==> src/sv/md4bc_pkg.sv <==
// Shared types, constants and table functions for the MD4 block compression core.
// Depends on nothing; the step unit, the top level and the testbench import it.
package md4bc_pkg;

   localparam int WORD_W    = 32;
   localparam int NUM_WORDS = 16;
   localparam int NUM_STEPS = 48;
   localparam int STEP_W    = 6;
   localparam int WIDX_W    = 4;
   localparam int SHIFT_W   = 5;
   localparam int CSR_IDX_W = 8;

   typedef logic [WORD_W-1:0]    word_type;
   typedef logic [STEP_W-1:0]    step_type;
   typedef logic [WIDX_W-1:0]    widx_type;
   typedef logic [SHIFT_W-1:0]   shift_type;
   typedef logic [CSR_IDX_W-1:0] csr_idx_type;

   typedef enum logic [1:0] {
      ROUND_SEL = 2'd0,
      ROUND_MAJ = 2'd1,
      ROUND_PAR = 2'd2
   } round_type;

   // Register indexes of the configuration port.
   localparam csr_idx_type CSR_INIT_A = 8'd0;
   localparam csr_idx_type CSR_INIT_B = 8'd1;
   localparam csr_idx_type CSR_INIT_C = 8'd2;
   localparam csr_idx_type CSR_INIT_D = 8'd3;

   localparam word_type INIT_A_RST = 32'h6745_2301;
   localparam word_type INIT_B_RST = 32'hEFCD_AB89;
   localparam word_type INIT_C_RST = 32'h98BA_DCFE;
   localparam word_type INIT_D_RST = 32'h1032_5476;

   localparam word_type ROUND_ADD_SEL = 32'h0000_0000;
   localparam word_type ROUND_ADD_MAJ = 32'h5A82_7999;
   localparam word_type ROUND_ADD_PAR = 32'h6ED9_EBA1;

   // Control handed from the sequencer to the step unit.
   typedef struct packed {
      round_type round;
      shift_type shift;
      word_type  add_const;
   } step_ctl_type;

   // Schedule word used by a given step.
   function automatic widx_type word_index(input step_type step);
      widx_type j;
      widx_type k;
      j = step[3:0];
      case (step[5:4])
         2'd0:    k = j;
         2'd1:    k = {j[1:0], j[3:2]};
         2'd2:    k = {j[0], j[1], j[2], j[3]};
         default: k = j;
      endcase
      return k;
   endfunction

   function automatic step_ctl_type step_ctl(input step_type step);
      step_ctl_type ctl;
      logic [1:0]   pos;
      pos = step[1:0];
      ctl.round     = ROUND_SEL;
      ctl.add_const = ROUND_ADD_SEL;
      ctl.shift     = 5'd3;
      case (step[5:4])
         2'd0: begin
            ctl.round     = ROUND_SEL;
            ctl.add_const = ROUND_ADD_SEL;
            case (pos)
               2'd0:    ctl.shift = 5'd3;
               2'd1:    ctl.shift = 5'd7;
               2'd2:    ctl.shift = 5'd11;
               default: ctl.shift = 5'd19;
            endcase
         end
         2'd1: begin
            ctl.round     = ROUND_MAJ;
            ctl.add_const = ROUND_ADD_MAJ;
            case (pos)
               2'd0:    ctl.shift = 5'd3;
               2'd1:    ctl.shift = 5'd5;
               2'd2:    ctl.shift = 5'd9;
               default: ctl.shift = 5'd13;
            endcase
         end
         default: begin
            ctl.round     = ROUND_PAR;
            ctl.add_const = ROUND_ADD_PAR;
            case (pos)
               2'd0:    ctl.shift = 5'd3;
               2'd1:    ctl.shift = 5'd9;
               2'd2:    ctl.shift = 5'd11;
               default: ctl.shift = 5'd15;
            endcase
         end
      endcase
      return ctl;
   endfunction

endpackage

==> src/sv/md4bc_ram.sv <==
// Generic single-write, single-read RAM with registered read data.
// Standalone; holds the sixteen-word message schedule.
module md4bc_ram #(
   parameter int WIDTH = 32,
   parameter int DEPTH = 16
) (
   input  logic                     clock,
   input  logic                     wr_en,
   input  logic [$clog2(DEPTH)-1:0] wr_addr,
   input  logic [WIDTH-1:0]         wr_data,
   input  logic [$clog2(DEPTH)-1:0] rd_addr,
   output logic [WIDTH-1:0]         rd_data
);

   logic [WIDTH-1:0] mem_ff [DEPTH];
   logic [WIDTH-1:0] rd_data_ff;

   always_ff @(posedge clock) begin
      if (wr_en) begin
         mem_ff[wr_addr] <= wr_data;
      end
      rd_data_ff <= mem_ff[rd_addr];
   end

   assign rd_data = rd_data_ff;

endmodule

==> src/sv/md4bc_step.sv <==
// One MD4 step: round function, four-operand add and left rotate.
// Depends on md4bc_pkg for the word and step control types.
module md4bc_step
   import md4bc_pkg::*;
(
   input  step_ctl_type ctl,
   input  word_type     a,
   input  word_type     b,
   input  word_type     c,
   input  word_type     d,
   input  word_type     x,
   output word_type     result
);

   word_type         f;
   word_type         sum;
   logic [SHIFT_W:0] back;

   always_comb begin
      case (ctl.round)
         ROUND_SEL: f = d ^ (b & (c ^ d));
         ROUND_MAJ: f = (b & c) | (d & (b | c));
         ROUND_PAR: f = b ^ c ^ d;
         default:   f = b ^ c ^ d;
      endcase
   end

   assign sum    = a + f + x + ctl.add_const;
   // Rotate amounts are never zero, so the right shift stays below the word width.
   assign back   = 6'd32 - {1'b0, ctl.shift};
   assign result = (sum << ctl.shift) | (sum >> back);

endmodule

==> src/sv/md4_block_compress_top.sv <==
// Top level of the MD4 block compression core: schedule store, step sequencer,
// chaining value and the three ports. Depends on md4bc_pkg, md4bc_ram, md4bc_step.
//
//  Port  | Direction | Carries
//  ------+-----------+-----------------------------------------------------
//  req_  | in        | one 32-bit message word and the first-block flag
//  rsp_  | out       | the four updated chaining words after sixteen words
//  csr_  | in        | writes of the four initial chaining words (index 0-3)
//
// A word that is not the sixteenth of its block is taken as soon as it is offered
// while the core is idle. After the sixteenth word the block is busy: ST_PRIME
// loads the working words and primes the schedule read, ST_RUN has the single
// step unit run the 48 MD4 steps one after another, and ST_FINAL does the final
// chaining add. No word is taken while the block is busy.
// Reset is synchronous and active high; it restores the initial words to the
// standard MD4 values and clears the chaining value and word count.
// While a result waits on rsp_ready, words 1 to 15 of the next block are still
// accepted; the sixteenth word is held off until the result has been taken.
module md4_block_compress_top
   import md4bc_pkg::*;
(
   input  logic        clock,
   input  logic        reset,

   input  logic        req_valid,
   output logic        req_ready,
   input  logic [31:0] req_msg_word,
   input  logic        req_first_block,

   output logic        rsp_valid,
   input  logic        rsp_ready,
   output logic [31:0] rsp_digest_a,
   output logic [31:0] rsp_digest_b,
   output logic [31:0] rsp_digest_c,
   output logic [31:0] rsp_digest_d,

   input  logic        csr_valid,
   output logic        csr_ready,
   input  logic [7:0]  csr_index,
   input  logic [31:0] csr_wdata
);

   // Sequencer states.
   typedef enum logic [3:0] {
      ST_IDLE  = 4'b0001,
      ST_PRIME = 4'b0010,
      ST_RUN   = 4'b0100,
      ST_FINAL = 4'b1000
   } state_type;

   state_type state_ff, state_in;
   widx_type  word_count_ff, word_count_in;
   logic      start_flag_ff, start_flag_in;
   step_type  step_ff, step_in;
   logic      rsp_valid_ff, rsp_valid_in;

   word_type  init_a_ff, init_a_in;
   word_type  init_b_ff, init_b_in;
   word_type  init_c_ff, init_c_in;
   word_type  init_d_ff, init_d_in;

   word_type  chain_a_ff, chain_a_in;
   word_type  chain_b_ff, chain_b_in;
   word_type  chain_c_ff, chain_c_in;
   word_type  chain_d_ff, chain_d_in;

   word_type  work_a_ff, work_a_in;
   word_type  work_b_ff, work_b_in;
   word_type  work_c_ff, work_c_in;
   word_type  work_d_ff, work_d_in;

   logic         req_take;
   logic         csr_take;
   widx_type     rd_addr;
   word_type     sched_word;
   word_type     step_result;
   step_ctl_type ctl;
   step_type     step_next;

   // The sixteenth word starts a compression, which would overwrite the
   // chaining value a pending result still shows.
   assign req_ready = (state_ff == ST_IDLE) &&
                      !((word_count_ff == 4'(NUM_WORDS - 1)) && rsp_valid_ff);
   assign req_take  = req_valid && req_ready;
   assign csr_ready = 1'b1;
   assign csr_take  = csr_valid && csr_ready;

   // The schedule read is registered, so the address runs one step ahead of
   // the step that consumes the word.
   assign step_next = step_ff + 6'd1;
   assign rd_addr   = (state_ff == ST_PRIME) ? word_index('0) : word_index(step_next);
   assign ctl       = step_ctl(step_ff);

   md4bc_ram #(
      .WIDTH (WORD_W),
      .DEPTH (NUM_WORDS)
   ) u_sched (
      .clock   (clock),
      .wr_en   (req_take),
      .wr_addr (word_count_ff),
      .wr_data (req_msg_word),
      .rd_addr (rd_addr),
      .rd_data (sched_word)
   );

   md4bc_step u_step (
      .ctl    (ctl),
      .a      (work_a_ff),
      .b      (work_b_ff),
      .c      (work_c_ff),
      .d      (work_d_ff),
      .x      (sched_word),
      .result (step_result)
   );

   always_comb begin
      state_in      = state_ff;
      word_count_in = word_count_ff;
      start_flag_in = start_flag_ff;
      step_in       = step_ff;
      rsp_valid_in  = rsp_valid_ff;
      init_a_in     = init_a_ff;
      init_b_in     = init_b_ff;
      init_c_in     = init_c_ff;
      init_d_in     = init_d_ff;
      chain_a_in    = chain_a_ff;
      chain_b_in    = chain_b_ff;
      chain_c_in    = chain_c_ff;
      chain_d_in    = chain_d_ff;
      work_a_in     = work_a_ff;
      work_b_in     = work_b_ff;
      work_c_in     = work_c_ff;
      work_d_in     = work_d_ff;

      if (rsp_valid_ff && rsp_ready) begin
         rsp_valid_in = 1'b0;
      end

      // Writes to indexes outside the register list are dropped.
      if (csr_take) begin
         case (csr_index)
            CSR_INIT_A: init_a_in = csr_wdata;
            CSR_INIT_B: init_b_in = csr_wdata;
            CSR_INIT_C: init_c_in = csr_wdata;
            CSR_INIT_D: init_d_in = csr_wdata;
            default: ;
         endcase
      end

      case (state_ff)
         ST_IDLE: begin
            if (req_take) begin
               // The flag only counts with the first word of a block.
               if (word_count_ff == '0) begin
                  start_flag_in = req_first_block;
               end
               if (word_count_ff == 4'(NUM_WORDS - 1)) begin
                  word_count_in = '0;
                  state_in      = ST_PRIME;
               end else begin
                  word_count_in = word_count_ff + 4'd1;
               end
            end
         end
         ST_PRIME: begin
            // The chaining registers hold the base until the final add.
            if (start_flag_ff) begin
               chain_a_in = init_a_ff;
               chain_b_in = init_b_ff;
               chain_c_in = init_c_ff;
               chain_d_in = init_d_ff;
            end
            work_a_in = start_flag_ff ? init_a_ff : chain_a_ff;
            work_b_in = start_flag_ff ? init_b_ff : chain_b_ff;
            work_c_in = start_flag_ff ? init_c_ff : chain_c_ff;
            work_d_in = start_flag_ff ? init_d_ff : chain_d_ff;
            step_in   = '0;
            state_in  = ST_RUN;
         end
         ST_RUN: begin
            // Rotating the working words puts the updated word in slot B's place
            // for the next step; after 48 steps the order is restored.
            work_a_in = work_d_ff;
            work_b_in = step_result;
            work_c_in = work_b_ff;
            work_d_in = work_c_ff;
            step_in   = step_next;
            if (step_ff == 6'(NUM_STEPS - 1)) begin
               state_in = ST_FINAL;
            end
         end
         ST_FINAL: begin
            chain_a_in   = chain_a_ff + work_a_ff;
            chain_b_in   = chain_b_ff + work_b_ff;
            chain_c_in   = chain_c_ff + work_c_ff;
            chain_d_in   = chain_d_ff + work_d_ff;
            rsp_valid_in = 1'b1;
            state_in     = ST_IDLE;
         end
         default: begin
            state_in = ST_IDLE;
         end
      endcase
   end

   always_ff @(posedge clock) begin
      if (reset) begin
         state_ff      <= ST_IDLE;
         word_count_ff <= '0;
         start_flag_ff <= 1'b0;
         step_ff       <= '0;
         rsp_valid_ff  <= 1'b0;
         init_a_ff     <= INIT_A_RST;
         init_b_ff     <= INIT_B_RST;
         init_c_ff     <= INIT_C_RST;
         init_d_ff     <= INIT_D_RST;
         chain_a_ff    <= '0;
         chain_b_ff    <= '0;
         chain_c_ff    <= '0;
         chain_d_ff    <= '0;
      end else begin
         state_ff      <= state_in;
         word_count_ff <= word_count_in;
         start_flag_ff <= start_flag_in;
         step_ff       <= step_in;
         rsp_valid_ff  <= rsp_valid_in;
         init_a_ff     <= init_a_in;
         init_b_ff     <= init_b_in;
         init_c_ff     <= init_c_in;
         init_d_ff     <= init_d_in;
         chain_a_ff    <= chain_a_in;
         chain_b_ff    <= chain_b_in;
         chain_c_ff    <= chain_c_in;
         chain_d_ff    <= chain_d_in;
      end
   end

   always_ff @(posedge clock) begin
      work_a_ff <= work_a_in;
      work_b_ff <= work_b_in;
      work_c_ff <= work_c_in;
      work_d_ff <= work_d_in;
   end

   assign rsp_valid    = rsp_valid_ff;
   assign rsp_digest_a = chain_a_ff;
   assign rsp_digest_b = chain_b_ff;
   assign rsp_digest_c = chain_c_ff;
   assign rsp_digest_d = chain_d_ff;

endmodule

==> config.mk <==
export PLATFORM = sky130hd
export DESIGN_NAME = md4_block_compress_top
export DESIGN_NICKNAME = d
export VERILOG_FILES = /design/src/sv/md4bc_pkg.sv /design/src/sv/md4bc_ram.sv /design/src/sv/md4bc_step.sv /design/src/sv/md4_block_compress_top.sv
export SDC_FILE = /design/constraint.sdc
export NUM_CORES = 2
export LEC_CHECK = 0
export ABC_AREA = 1
export BUFFER_PORTS_ARGS = -buffer_cell sky130_fd_sc_hd__clkbuf_2
export CAP_MARGIN = 20
export CORE_ASPECT_RATIO = 0.9
export CORE_MARGIN = 2
export CORE_UTILIZATION = 42
export DETAILED_ROUTE_END_ITERATION = 6
export RECOVER_POWER = 50
export SYNTH_ARGS = -nofsm -noshare
export SYNTH_HDL_FRONTEND = slang
export SYNTH_HIERARCHICAL = 1
export SYNTH_SLANG_ARGS = --single-unit
==> constraint.sdc <==
create_clock -name clock -period 5.2 [get_ports clock]
set_input_delay 1.04 -clock clock [delete_from_list [all_inputs] [get_ports clock]]
set_output_delay 1.04 -clock clock [all_outputs]
set_load 0.01 [all_outputs]
==> results.yml <==
setup_path:
  critical_path_class: "in2reg"
  critPathMaxFanout: 86
  end_kind: "flip-flop"
  slowest_stage: "clkinvlp_2"
  startpoint_type: "primary input"
  path_cells: "buf_4, clkinvlp_2, clkbuf_2, o21ai_0, nor2_1"
  max_stage_delay_ns: 1.80
  worstPathRequired_ns: 5.81
  crit_arrival_ns: 5.68
synthesis:
  yosysWarningCount: 6
  synth-async-reset-ratio_pct: 0
  synth-edff-count: 640
  synth_cell_type_count: 54
  ys_seq_area_share_pct: 42.72
  syn_avg_cell_area_um2: 7.459
  ys_seq_elements: 944
  synth_flop_cell: "edfxtp_1"
  syn_inst: 7941
  syn_area_mm2: 0.05923
place:
  hpwl_um: 164800
  place_congestion: 1.040
  dp_cells: 9850
  place.port_buffers: 207
sta:
  maxSlewHeadroom_pct: -101.7
  hold_ws_ns: 0.4773
  setup_viol: 0
  finalCritPeriodShare_pct: 97.43
  finalHoldViolCount: 0
  finalMaxSlewViolations: 367
  rsz0062_at_grt: "false"
  setup_tns_ns: 0
  min_period_ns: 5.066
  fmax_mhz: 197.4
  worst_slew_pin_slew_ns: 3.026
  final.setup_skew_ns: 0.07346
route:
  ant_nets: 0
  avgRoutedWirePerCell_um: 23.05
  drt-initial-drc-count: 6803
  vias: 55360
  routed_via_density: 5.505
  wl_um: 231800
  drc: 1
  dr.pass1.iters: 7
outcome:
  status: "finished with violations"
  violations: "design-rule violations, max-capacitance violations, max-slew violations"
floorplanning:
  core_mm2: 0.1397
  io-pin-count: 209
  rows: 130
  die-width_um: 399.9
  die_height_um: 360.3
  die_area_mm2: 0.1441
  start_util_pct: 42.39
finish:
  stdcell_count: 10056
  multi_input_area_mm2: 0.02772
  layout_commonest_cell: "nand2_1"
  layout.nets: 8485
  synthToLayoutAreaGrowth_pct: 11.65
  register_area_mm2: 0.02531
  drive_above_1_share_pct: 6.354
  n_fill_cell: 13877
  layout_common_cells: "nand2_1 (2560), inv_1 (1305), nand3_1 (899), edfxtp_1 (640), o21ai_0 (388)"
clocking:
  cts_root_buf: "clkbuf_16"
  ctsHoldBuffers: 0
  cts_max_path_buffers: 3
  cts.htree.levels: 3
  tritoncts: "built"
  worstSkewPairLatency_ns: 0.75
  cts.sinks: 944
  cts_made_buffers: 104
  path_clk_slew_ns: 0.06
global_route:
  grt_pass1_wl_um: 334300
  use_met2_pct: 44.01
  met3_usage_pct: 7.951
  grt_usage_pct: 31.32
  busiest_layer: "met1"
  antenna_found_initial: 16
  grt_pass1_vias: 49745
  grt_max_degree: 189
  use_met1_pct: 45.98
  gr-total-overflow: 0
power_and_ir_drop:
  ir_drop_uv: 265.2
  p_leak_nw: 30.80
  powerDensity_mw_per_mm2: 255.6
flow_run:
  cap_violations: 8
min_path:
  worstHoldPathType: "reg2reg"
[sequential cells by signal, indices dropped and copies added (netlist names)]
signal	count
rsp_digest_c	32
rsp_digest_d	32
step_ff	6
init_d_ff	32
init_c_ff	32
init_b_ff	32
work_a_ff	32
rsp_digest_b	32
work_d_ff	32
init_a_ff	32
rsp_valid	1
u_sched/rd_data	32
state_ff	4
rsp_digest_a	32
work_b_ff	32
start_flag_ff	1
work_c_ff	32
word_count_ff	4
u_sched/mem_ff	512
[per-stage QoR]
step / worst slack [ns] / power, mW / area (um2) / util, %
after floorplan: 0.6540 / 8.934 / 59290 / -
after global placement: 0.2243 / 9.379 / 62590 / 44.79
after detailed placement: 0.1824 / 9.387 / 62590 / 44.79
after CTS: 0.1418 / 16.90 / 66070 / 47.28
after global routing: 0.01604 / 17.38 / 66110 / 47.32
final: 0.1336 / 16.90 / 66140 / 47.34
[synthesized netlist by cell type, types with 11 or more instances]
| cell | count | area (um2) |
|---|---|---|
| nand2_1 | 2565 | 9628 |
| inv_1 | 1307 | 4906 |
| nand3_1 | 912 | 4564 |
| edfxtp_1 | 640 | 19220 |
| o21ai_0 | 379 | 1897 |
| a21oi_1 | 364 | 1822 |
| nor2_1 | 314 | 1179 |
| dfxtp_1 | 304 | 6086 |
| ha_1 | 229 | 2865 |
| clkbuf_1 | 134 | 503.0 |
| buf_2 | 111 | 555.5 |
| mux2i_1 | 96 | 960.9 |
| fa_1 | 66 | 1321 |
| o211ai_1 | 61 | 457.9 |
| xor2_1 | 60 | 525.5 |
| o21ai_1 | 51 | 255.2 |
| a31oi_1 | 44 | 275.3 |
| buf_6 | 32 | 360.4 |
| nand4_1 | 30 | 187.7 |
| nor3_1 | 28 | 140.1 |
| buf_1 | 27 | 101.4 |
| buf_4 | 18 | 135.1 |
| nand2_2 | 17 | 106.4 |
| o311ai_0 | 17 | 148.9 |
| inv_2 | 16 | 60.06 |
| nand3_2 | 15 | 150.1 |
| o21bai_1 | 15 | 112.6 |
| o221ai_1 | 13 | 113.9 |
| nand3b_1 | 11 | 82.58 |
[what timing repair did]
action                     4_1_cts  5_1_grt
gates resized for setup          0       62
setup endpoints to repair        0       32
hold endpoints to repair         0        0
setup buffers                    0        1
[kinds of logic after synthesis]
family	Yosys count	synth area share [%]
XOR/XNOR	70	1.048
other	2	0.01268
AND/OR/NAND/NOR	3911	27.32
multiplexers	96	1.622
AO/OA/AOI/OAI	970	8.946
buffers and inverters	1653	11.26
adder cells (fa/ha/maj)	295	7.068
flip-flops	944	42.72
[per-layer routing]
metal	wire (um)	part of all wire, %	vias up
li1	-	-	25892
met1	100500	43	26030
met2	94060	41	2918
met3	26760	12	508
met4	10330	4.5	12
met5	74	0.032	-
[area by class of cell]
class / instances / area share, %
diodes: 9 / 0.03405
multi-input cells: 5358 / 41.91
repair buffers: 374 / 3.471
flip-flops and latches: 944 / 38.26
clock buffers: 138 / 4.311
well taps: 1848 / 3.496
inverters: 1330 / 7.567
clock inverters: 55 / 0.9516
[report_power, final]
group / total [mW] / leakage, nW / switching [mW] / internal [mW]
clock: 7.59 / 1.67 / 3.34 / 4.25
sequential: 8.09 / 8.30 / 0.0287 / 8.07
combinational: 1.22 / 20.8 / 0.893 / 0.326
total: 16.9 / 30.8 / 4.26 / 12.6
[worst paths after layout]
kind / startpoint / endpoint / slack [ns] / depth (start not counted)
max: reset / init_b_ff[4] / 0.13 / 5
min: init_b_ff[3] / init_b_ff[3] / 0.48 / 2
max reg2reg: start_flag_ff / rsp_digest_c[6] / 0.18 / 6
min reg2reg: init_b_ff[3] / init_b_ff[3] / 0.48 / 2
[critical path, delay by kind of cell]
kind / cells / cell delay, ns
buffers and inverters: 3 / 3.84
AO/OA/AOI/OAI: 1 / 0.56
AND/OR/NAND/NOR: 1 / 0.07
(Power assumes the default switching activity.)
